### config.mk
export PLATFORM = sky130hd
export DESIGN_NAME = indexed_insert_erase_list
export DESIGN_NICKNAME = d
export VERILOG_FILES = /design/src/sv/iiel_pkg.sv /design/src/sv/indexed_insert_erase_list.sv /design/src/sv/iiel_cell.sv
export SDC_FILE = /design/constraint.sdc
export NUM_CORES = 1
export LEC_CHECK = 0
export BUFFER_PORTS_ARGS = -buffer_cell sky130_fd_sc_hd__buf_2
export CORE_MARGIN = 3
export CORE_UTILIZATION = 50
export CTS_CLUSTER_DIAMETER = 60
export DETAILED_ROUTE_END_ITERATION = 12
export GPL_TIMING_DRIVEN = 0
export HOLD_SLACK_MARGIN = 0.06
export PLACE_DENSITY = 0.66
export SLEW_MARGIN = 20
export SYNTH_ARGS = -nofsm -noshare
export SYNTH_HDL_FRONTEND = slang
export SYNTH_SLANG_ARGS = --single-unit
### constraint.sdc
create_clock -name clk -period 11.38 [get_ports clk]
set_clock_uncertainty 0.15 [all_clocks]
set_input_delay 2.276 -clock clk [delete_from_list [all_inputs] [get_ports clk]]
set_output_delay 2.276 -clock clk [all_outputs]
set_load 0.005 [all_outputs]
### src/sv/iiel_pkg.sv
// ----------------------------------------------------------------------------
// iiel_pkg
// Shared types and constants for the indexed insert/erase list.
// ----------------------------------------------------------------------------
`default_nettype none

package iiel_pkg;

	localparam int DEPTH        = 16;
	localparam int ELEMENT_BITS = 32;
	localparam int IDX_W        = $clog2(DEPTH);
	localparam int CNT_W        = 5;
	localparam int POS_W        = 5;
	localparam int PORT_ELEM_W  = 32;

	localparam logic [CNT_W-1:0] CAP_RESET = CNT_W'(16);
	localparam logic [CNT_W-1:0] DEPTH_CNT = CNT_W'(DEPTH);

	typedef logic [ELEMENT_BITS-1:0] elem_t;

	typedef enum logic [1:0] {
		ACT_PUSH   = 2'd0,
		ACT_POP    = 2'd1,
		ACT_INSERT = 2'd2,
		ACT_ERASE  = 2'd3
	} action_t;

	typedef enum logic [1:0] {
		ST_OK    = 2'd0,
		ST_FULL  = 2'd1,
		ST_EMPTY = 2'd2,
		ST_RANGE = 2'd3
	} status_t;

	typedef enum logic [1:0] {
		CELL_HOLD = 2'd0,
		CELL_LOAD = 2'd1,
		CELL_UP   = 2'd2,
		CELL_DOWN = 2'd3
	} cell_op_t;

	// broadcast to every cell each cycle
	typedef struct packed {
		logic             ok;
		action_t          op;
		logic [CNT_W-1:0] pos;
		logic [CNT_W-1:0] count;
	} iiel_ctl_t;

endpackage

`default_nettype wire

### src/sv/indexed_insert_erase_list.sv
// ----------------------------------------------------------------------------
// indexed_insert_erase_list
// Bounded ordered list with push, pop, insert-before and erase-at, held in a
// row of cells that shift in parallel.
// ----------------------------------------------------------------------------
//  channel   handshake                beat
//  command   start, busy              action, position, element_in
//  result    done (strobe)            status, element_out, count_after
//  config    cfg_valid, cfg_ready     cfg_data (capacity limit)
//
//  One command per cycle; busy is never raised. The result appears in the cycle
//  after the command, when the cell row and the output register update together.
//  Reset clears the count and restores the capacity limit to 16; entry
//  contents are not cleared. The receiver cannot stall results.
// ----------------------------------------------------------------------------
`default_nettype none

module indexed_insert_erase_list import iiel_pkg::*; (
	input  wire logic                   clk,
	input  wire logic                   arst_n,
	input  wire logic                   start,
	output logic                        busy,
	input  wire logic [1:0]             action,
	input  wire logic [POS_W-1:0]       position,
	input  wire logic [PORT_ELEM_W-1:0] element_in,
	output logic                        done,
	output logic [1:0]                  status,
	output logic [PORT_ELEM_W-1:0]      element_out,
	output logic [CNT_W-1:0]            count_after,
	input  wire logic                   cfg_valid,
	output logic                        cfg_ready,
	input  wire logic [CNT_W-1:0]       cfg_data
);

	logic             accept;
	logic [CNT_W-1:0] cap_limit_q;
	logic [CNT_W-1:0] cap;
	logic [CNT_W-1:0] count_q;
	logic [CNT_W-1:0] count_nxt;
	action_t          op;
	status_t          st;
	iiel_ctl_t        ctl;
	elem_t            elem;
	elem_t            cell_data [DEPTH];
	elem_t            pop_data;
	logic [IDX_W-1:0] last_idx;

	logic                   done_q;
	status_t                status_q;
	logic [PORT_ELEM_W-1:0] element_out_q;
	logic [CNT_W-1:0]       count_after_q;

	assign busy      = 1'b0;
	assign cfg_ready = 1'b1;
	assign accept    = start && !busy;
	assign op        = action_t'(action);
	assign elem      = ELEMENT_BITS'(element_in);
	assign cap       = (cap_limit_q > DEPTH_CNT) ? DEPTH_CNT : cap_limit_q;

	always_comb begin
		st        = ST_OK;
		count_nxt = count_q;
		unique case (op)
			ACT_PUSH: begin
				if (count_q >= cap) st = ST_FULL;
				else count_nxt = CNT_W'(count_q + CNT_W'(1));
			end
			ACT_POP: begin
				if (count_q == '0) st = ST_EMPTY;
				else count_nxt = CNT_W'(count_q - CNT_W'(1));
			end
			ACT_INSERT: begin
				if (position > count_q) st = ST_RANGE;
				else if (count_q >= cap) st = ST_FULL;
				else count_nxt = CNT_W'(count_q + CNT_W'(1));
			end
			ACT_ERASE: begin
				if (count_q == '0) st = ST_EMPTY;
				else if (position >= count_q) st = ST_RANGE;
				else count_nxt = CNT_W'(count_q - CNT_W'(1));
			end
			default: st = ST_OK;
		endcase
	end

	assign ctl.ok    = accept && (st == ST_OK);
	assign ctl.op    = op;
	assign ctl.pos   = position;
	assign ctl.count = count_q;

	assign last_idx = IDX_W'(count_q - CNT_W'(1));
	assign pop_data = cell_data[last_idx];

	for (genvar g = 0; g < DEPTH; g++) begin : g_cell
		elem_t lower, upper;
		if (g == 0) begin : g_first
			assign lower = '0;
		end else begin : g_lower
			assign lower = cell_data[g-1];
		end
		if (g == DEPTH - 1) begin : g_last
			assign upper = '0;
		end else begin : g_upper
			assign upper = cell_data[g+1];
		end
		iiel_cell u_cell (
			.clk        (clk),
			.idx        (IDX_W'(g)),
			.ctl        (ctl),
			.elem_in    (elem),
			.lower_data (lower),
			.upper_data (upper),
			.data       (cell_data[g])
		);
	end

	always_ff @(posedge clk or negedge arst_n) begin
		if (!arst_n) begin
			cap_limit_q <= CAP_RESET;
			count_q     <= '0;
			done_q      <= 1'b0;
		end else begin
			if (cfg_valid && cfg_ready) cap_limit_q <= cfg_data;
			if (accept) count_q <= count_nxt;
			done_q <= accept;
		end
	end

	always_ff @(posedge clk) begin
		if (accept) begin
			status_q      <= st;
			count_after_q <= count_nxt;
			element_out_q <= (op == ACT_POP && st == ST_OK) ?
				PORT_ELEM_W'(pop_data) : '0;
		end
	end

	assign done        = done_q;
	assign status      = status_q;
	assign element_out = element_out_q;
	assign count_after = count_after_q;

	a_count_bound: assert property (@(posedge clk) disable iff (!arst_n)
		count_q <= DEPTH_CNT)
		else $error("entry count beyond depth");

	a_count_matches: assert property (@(posedge clk) disable iff (!arst_n)
		accept |=> count_after == count_q)
		else $error("reported count differs from stored count");

	a_idle_hold: assert property (@(posedge clk) disable iff (!arst_n)
		!accept |=> count_q == $past(count_q))
		else $error("count moved without a command");

	a_refused_keeps: assert property (@(posedge clk) disable iff (!arst_n)
		accept && st != ST_OK |=> count_q == $past(count_q))
		else $error("refused command changed the count");

	a_pop_only_data: assert property (@(posedge clk) disable iff (!arst_n)
		done && element_out != '0 |-> status == ST_OK)
		else $error("element returned by a refused command");

endmodule

`default_nettype wire

### src/sv/iiel_cell.sv
// ----------------------------------------------------------------------------
// iiel_cell
// One list entry. Decodes the broadcast operation against its own index and
// loads the new element, takes its lower or upper neighbour, or holds.
// ----------------------------------------------------------------------------
`default_nettype none

module iiel_cell import iiel_pkg::*; (
	input  wire logic             clk,
	input  wire logic [IDX_W-1:0] idx,
	input  wire iiel_ctl_t        ctl,
	input  wire elem_t            elem_in,
	input  wire elem_t            lower_data,
	input  wire elem_t            upper_data,
	output elem_t                 data
);

	elem_t            data_q;
	cell_op_t         cmd;
	logic [CNT_W-1:0] ix;
	logic [CNT_W-1:0] ix_next;

	assign ix      = CNT_W'(idx);
	assign ix_next = CNT_W'(ix + CNT_W'(1));

	always_comb begin
		cmd = CELL_HOLD;
		if (ctl.ok) begin
			unique case (ctl.op)
				ACT_PUSH: begin
					if (ix == ctl.count) cmd = CELL_LOAD;
				end
				ACT_INSERT: begin
					if (ix == ctl.pos)
						cmd = CELL_LOAD;
					else if (ix > ctl.pos && ix <= ctl.count)
						cmd = CELL_UP;
				end
				ACT_ERASE: begin
					if (ix >= ctl.pos && ix_next < ctl.count) cmd = CELL_DOWN;
				end
				ACT_POP: begin
					cmd = CELL_HOLD;
				end
				default: cmd = CELL_HOLD;
			endcase
		end
	end

	always_ff @(posedge clk) begin
		unique case (cmd)
			CELL_LOAD: data_q <= elem_in;
			CELL_UP:   data_q <= lower_data;
			CELL_DOWN: data_q <= upper_data;
			CELL_HOLD: data_q <= data_q;
			default:   data_q <= data_q;
		endcase
	end

	assign data = data_q;

endmodule

`default_nettype wire
# --- Yosys cells after proc, flatten, opt, wreduce, memory -nomap -nowiden ---
# Index checks and enable logic that the tools add are counted.
word_totals:
  word_cells: 357
  n_memories: 0
  latchBits: 0
  ramBits: 0
  rom_bits: 0
  reg_bits: 562
op_classes:
  shifts: 0
  div: 0
  bitwise_logic: 1
  magnitude_cmp: 69
  addsub: 2
  n_mul: 0
  muxes: 128
  n_eq_ne: 81
  n_reduce_logical: 54
ops:
  columns: ["op", "count"]
  rows:
  - ["one-hot mux 32 bit (3 select lines)", 16]
  - ["two-way mux 2 bit", 68]
  - ["one-hot mux 2 bit (4 select lines)", 17]
  - ["binary-select mux 32 bit (select 4 bit)", 1]
  - ["equality test 4 x 5 -> 1 bit, first input constant", 16]
  - ["equality test 2 bit, second input constant", 34]
  - ["two-way mux 32 bit", 2]
  - ["equality test 3 x 5 -> 1 bit, first input constant", 8]
  - ["greater-or-equal comparator 4 x 5 -> 1 bit, first input constant", 8]
  - ["> comparator 4 x 5 -> 1 bit, first input constant", 8]
  - ["less-or-equal comparator 4 x 5 -> 1 bit, first input constant", 8]
  - ["less-than comparator 4 x 5 -> 1 bit, first input constant", 8]
  - ["logical NOT 2 bit", 18]
  - ["equality test 2 x 1 -> 1 bit, second input constant", 17]
  - ["logical AND 1 bit", 34]
  - ["two-way mux 5 bit", 6]
  - ["equality test 2 x 5 -> 1 bit, first input constant", 4]
  - ["greater-or-equal comparator 3 x 5 -> 1 bit, first input constant", 4]
  - ["> comparator 3 x 5 -> 1 bit, first input constant", 4]
  - ["less-or-equal comparator 3 x 5 -> 1 bit, first input constant", 4]
  - ["less-than comparator 3 x 5 -> 1 bit, first input constant", 4]
  - ["one-hot mux 5 bit (4 select lines)", 1]
  - ["two-way mux 1 bit", 17]
  - ["equality test 1 x 5 -> 1 bit, first input constant", 2]
  - ["17 further kinds", 26]

# --- Depth between registers and ports, before layout ---
logic_depth:
  ltp_word: 11
  mapped_depth: 14

# --- Modules after synthesis ---
# Synthesis repeated with hierarchy kept, for this count alone.
hier_totals:
  hier_cells: 3880
  hier_area_um2: 42567.1
by_module_without_submodules:
  columns: ["mod", "seq_area_each_um2", "cells_per_inst", "area_per_inst_um2", "instances"]
  rows:
  - ["iiel_cell at g_cell[0].u_cell ...", 960.9, 226, 2307.2, 14]
  - ["indexed_insert_erase_list", 1447.6, 390, 6199.7, 1]
  - ["iiel_cell at g_cell[8].u_cell ...", 960.9, 163, 2033.2, 2]

# --- Worst setup path after synthesis ---
# OpenSTA, ideal clock, no wires.
synth_path:
  path_kind: "input-to-reg"
  startpoint: "input position[4]"
  endpoint: "register g_cell[12].u_cell.data_q[0], enable pin"
  stages: 9
  slack_ps: 5338
  t_arrival_ps: 5460
  n_path_buf: 2
  path_cell_list: "ha_1 -> and3_1 -> o21a_1 -> o211ai_2 -> and2_4 -> buf_6 -> nand2_1 -> clkbuf_1 -> a21oi_1"
synth_via:
  elab_chain_cells: 8
  elab_cells_between_ends: 19
  classes_between: "4 x order compare; 1 x eq/ne; 9 x mux; 5 x reduce/logical"
synth_rtl:
  columns: ["element", "line", "source"]
  rows:
  - ["start: declaration", "indexed_insert_erase_list.sv:24", "input wire logic [POS_W-1:0] position,"]
  - ["greater-or-equal comparator 5 bit", "indexed_insert_erase_list.sv:79", "else if (position >= count_q) st = ST_RANGE;"]
  - ["two-way mux 2 bit", "indexed_insert_erase_list.sv:79", null]
  - ["two-way mux 2 bit", "indexed_insert_erase_list.sv:78", "if (count_q == '0) st = ST_EMPTY;"]
  - ["one-hot mux 2 bit (4 select lines)", "indexed_insert_erase_list.sv:63", "unique case (op)"]
  - ["logical NOT 2 bit", "indexed_insert_erase_list.sv:86", "assign ctl.ok = accept && (st == ST_OK);"]
  - ["logical AND 1 bit", "indexed_insert_erase_list.sv:86", null]
  - ["two-way mux 2 bit (*)", "iiel_cell.sv:28", "if (ctl.ok) begin"]
  - ["logical NOT 2 bit (*)", "iiel_cell.sv:51", "unique case (cmd)"]
  - ["end signal: assignment", "iiel_cell.sv:52", "CELL_LOAD: data_q <= elem_in;"]
  - ["end signal: assignment", "iiel_cell.sv:53", "CELL_UP: data_q <= lower_data;"]
  - ["end signal: assignment", "iiel_cell.sv:54", "CELL_DOWN: data_q <= upper_data;"]
  - ["end: declaration", "iiel_cell.sv:18", "elem_t data_q;"]
# Mark *: on every way between the ends. The rest lies on a longest branch, timed or not.
# A chain may end at the register's enable or synchronous reset.

# --- Final worst setup path ---
layout_path:
  startpoint: "input position[4]"
  endpoint: "register g_cell[9].u_cell.data_q[19], enable pin"
layout_via:
  elab_chain_cells: 8
  elab_cells_between_ends: 19
  classes_between: "4 x order compare; 1 x eq/ne; 9 x mux; 5 x reduce/logical"
layout_rtl:
  columns: ["element", "line"]
  rows:
  - ["greater-or-equal comparator 5 bit", "indexed_insert_erase_list.sv:79"]
  - ["two-way mux 2 bit", "indexed_insert_erase_list.sv:79"]
  - ["two-way mux 2 bit", "indexed_insert_erase_list.sv:78"]
  - ["one-hot mux 2 bit (4 select lines)", "indexed_insert_erase_list.sv:63"]
  - ["logical NOT 2 bit", "indexed_insert_erase_list.sv:86"]
  - ["logical AND 1 bit", "indexed_insert_erase_list.sv:86"]
  - ["two-way mux 2 bit (*)", "iiel_cell.sv:28"]
  - ["logical NOT 2 bit (*)", "iiel_cell.sv:51"]
  - ["end signal: assignment", "iiel_cell.sv:52"]
  - ["end signal: assignment", "iiel_cell.sv:53"]
  - ["end signal: assignment", "iiel_cell.sv:54"]
  - ["end: declaration", "iiel_cell.sv:18"]
# Marks and branches as above.

==> flow_metrics.tcl <==
set metrics [dict create \
    async_flop_share_pct 1.96 \
    syn_to_final_growth_pct 13.0 \
    crit_family "simple AND/OR/NAND/NOR gates" \
    grt_pass1_wl_um 188000 \
    setup_tns_ns 0 \
    fin_crit_ns 5.75 \
    p_leak_nw 13.8 \
    cp_slowest_stage_delay_ns 0.72 \
    routed_wl_um 135000 \
    wl_per_cell_um 37.3 \
    drt_iter0_drc 3542 \
    path_buf_inv 4 \
    synth_cell_types 84 \
    rsz0062_at_grt "false" \
    max_freq_ghz 0.174 \
    fin_nets 2700 \
    slew_headroom_pct 16.8 \
    io_buffer_count 87 \
    cts.clk_slew.worst_paths_ns 0.06 \
    post_cts_buffers 0 \
    hpwl_um 93000 \
    crit_chain "buf_2, ha_1, and3_1, o21a_1, o211ai_2, and2_4, buf_6, nand2_1, clkbuf_2, nor2_4, buf_12" \
    cp-start-kind "primary input" \
    placementRows 96 \
    worst_slew_pin_slew_ns 1.25 \
    synth-adder-area-share_pct 0.537 \
    initial_core_util_pct 50.7 \
    cp_max_fo 17 \
    critPathRequiredTime_ns 11.55 \
    drc 0 \
    synth-seq-cells 562 \
    die_w_um 270 \
    setup_violations 0 \
    cts_root_buf "clkbuf_16" \
    postCtsHoldBufs 0 \
    startpoint "position[4]" \
    max_cap_violations 0 \
    most-common-layout-cells "edfxtp_1 (551), mux2_2 (477), buf_2 (171)" \
    grt_max_degree 46 \
    netlist_area_sq_um 35000 \
    synth_edf_count 551 \
    clock_latency_ns 0.63 \
    vias_per_cell 6.92 \
    end_kind "register" \
    min_from "cap_limit_q[1]" \
    finalCritPeriodShare_pct 50.5 \
    synth_flop_cell "edfxtp_1" \
    core_area_sq_um 68900 \
    avgSynthCellArea_sq_um 14.3 \
    crit_type "in2reg" \
    slew_violations 0 \
    drive_gt1_share_pct 42.4 \
    synth-simple-area-share_pct 4.98 \
    fin_ws_ns 5.63 \
    run_status "finished, final reports clean" \
    p_total_mw 8.26 \
    die_h_um 270 \
    gr-usage-all-layers_pct 36.4 \
    gp_congestion 0.975 \
    syn_nets 2515 \
    ant_nets 0 \
    yosys_warnings 0 \
    die-area_sq_um 73200 \
    cp_slowest_cell "nor2_4" \
    hold_path.class "reg2reg" \
    dp_slack_ns 5.06 \
    num_vias 25000 \
    io_pins 90 \
    layout_commonest_cell "edfxtp_1" \
    grt_pass1_vias 24800 \
    cts_tree "built" \
    peakVddDrop_uv 135 \
    cts-resized-gates 0 \
    clock_sink_count 562 \
    cp_data_arrival_time_ns 5.91 \
    htree_num_levels 3 \
    powerDensity_nw_per_um2 209 \
    cts_buffers 67 \
    grt_antenna_before_repair 3 \
    synthMuxAreaShare_pct 38.2 \
    hold_viol 0 \
    r2r-start "count_q[0]" \
    synth-xor-area-share_pct 0.100 \
    clk_path_buf_depth 3 \
    drtPass1Iterations 6 \
    synth_compound_area_share_pct 4.65 \
    ys_seq_area_share_pct 48.1 \
    syn_inst 2452 \
    grt_overflow 0 \
    synth_top_family_by_area "multiplexers" \
]
-- sequential cells by signal, summed over array words and instances (netlist names) --
register and flops:
g_cell.u_cell.data 512, element_out 32, cap_limit_q 5, count_after 5, count_q 5, status 2, done 1
-- synth_stat cells, types with 6 or more instances --
library cell | n | area (sq um)
mux2i_1 | 133 | 1330
edfxtp_1 | 551 | 16500
o21ai_0 | 124 | 621
nor3_1 | 9 | 45.0
o21a_1 | 9 | 67.6
a21oi_1 | 27 | 135
nand2b_1 | 6 | 37.5
mux2_4 | 118 | 1770
nor2_1 | 67 | 251
a31oi_1 | 7 | 43.8
buf_4 | 20 | 150
clkbuf_1 | 96 | 360
nor2b_1 | 40 | 250
and3_1 | 9 | 56.3
buf_6 | 15 | 169
ha_1 | 15 | 188
o21ai_1 | 54 | 270
buf_1 | 7 | 26.3
mux2_1 | 113 | 1270
dfrtp_1 | 10 | 250
nand2_1 | 164 | 616
buf_2 | 80 | 400
nand3_1 | 20 | 100
mux4_2 | 160 | 3600
nor4_1 | 6 | 37.5
mux2_2 | 477 | 5370
inv_1 | 8 | 30.0
-- kinds of logic after synthesis --
kind of cell               Yosys count
muxes                             1001
DFF                                562
adders and majority gates           15
other                                2
and+or+nand+nor                    362
buffers and inverters              230
AOI/OAI and AO/OA                  276
xor gates and xnor gates             4
-- layout make-up --
class,instances,area (sq um)
multi-input combinational,1660,17100
inverter,9,33.8
fill,5574,29400
antenna,2,5.00
tap,931,1160
clock buffer,87,1770
sequential,562,16800
buffer,221,1180
clock inverter,32,310
timing repair buffer,116,1130
-- power breakdown --
part | switching, mW | internal, mW
logic | 2.02 | 1.53
registers | 0.100 | 2.50
clock network | 0.902 | 1.22
-- layer usage --
metal  track usage, %  vias to the layer above  share of wire, %  wire, um
met5            0.197                        -            0.0096        13
met4             19.5                        2               6.3      8440
met3             11.8                      413                12     16300
met2             54.6                     1765                44     59100
met1             47.2                    12900                38     51100
li1                 -                     9975                 -         -
-- worst paths after layout --
kind / to / slack (ns) / cells past startpoint
hold reg to reg: cap_limit_q[1] / 0.36 / 1
hold / removal: cap_limit_q[1] / 0.36 / 1
max in group asynchronous: cap_limit_q[4] / 9.43 / 1
setup / recovery: g_cell[9].u_cell.data[19] / 5.63 / 11
min in group asynchronous: done / 1.38 / 1
setup reg to reg: element_out[22] / 6.03 / 9
-- per-stage QoR --
stage	cell area [sq um]	std cells	util [%]	hold slack, ns
after floorplan	35000	2452	-	0.323
after global placement	36600	3470	53.0	0.335
after detailed placement	37400	3498	54.3	0.354
after CTS	39500	3617	57.3	0.367
after global routing	39500	3618	57.3	0.388
final	39500	3620	57.3	0.362
(Power assumes the default switching activity.)
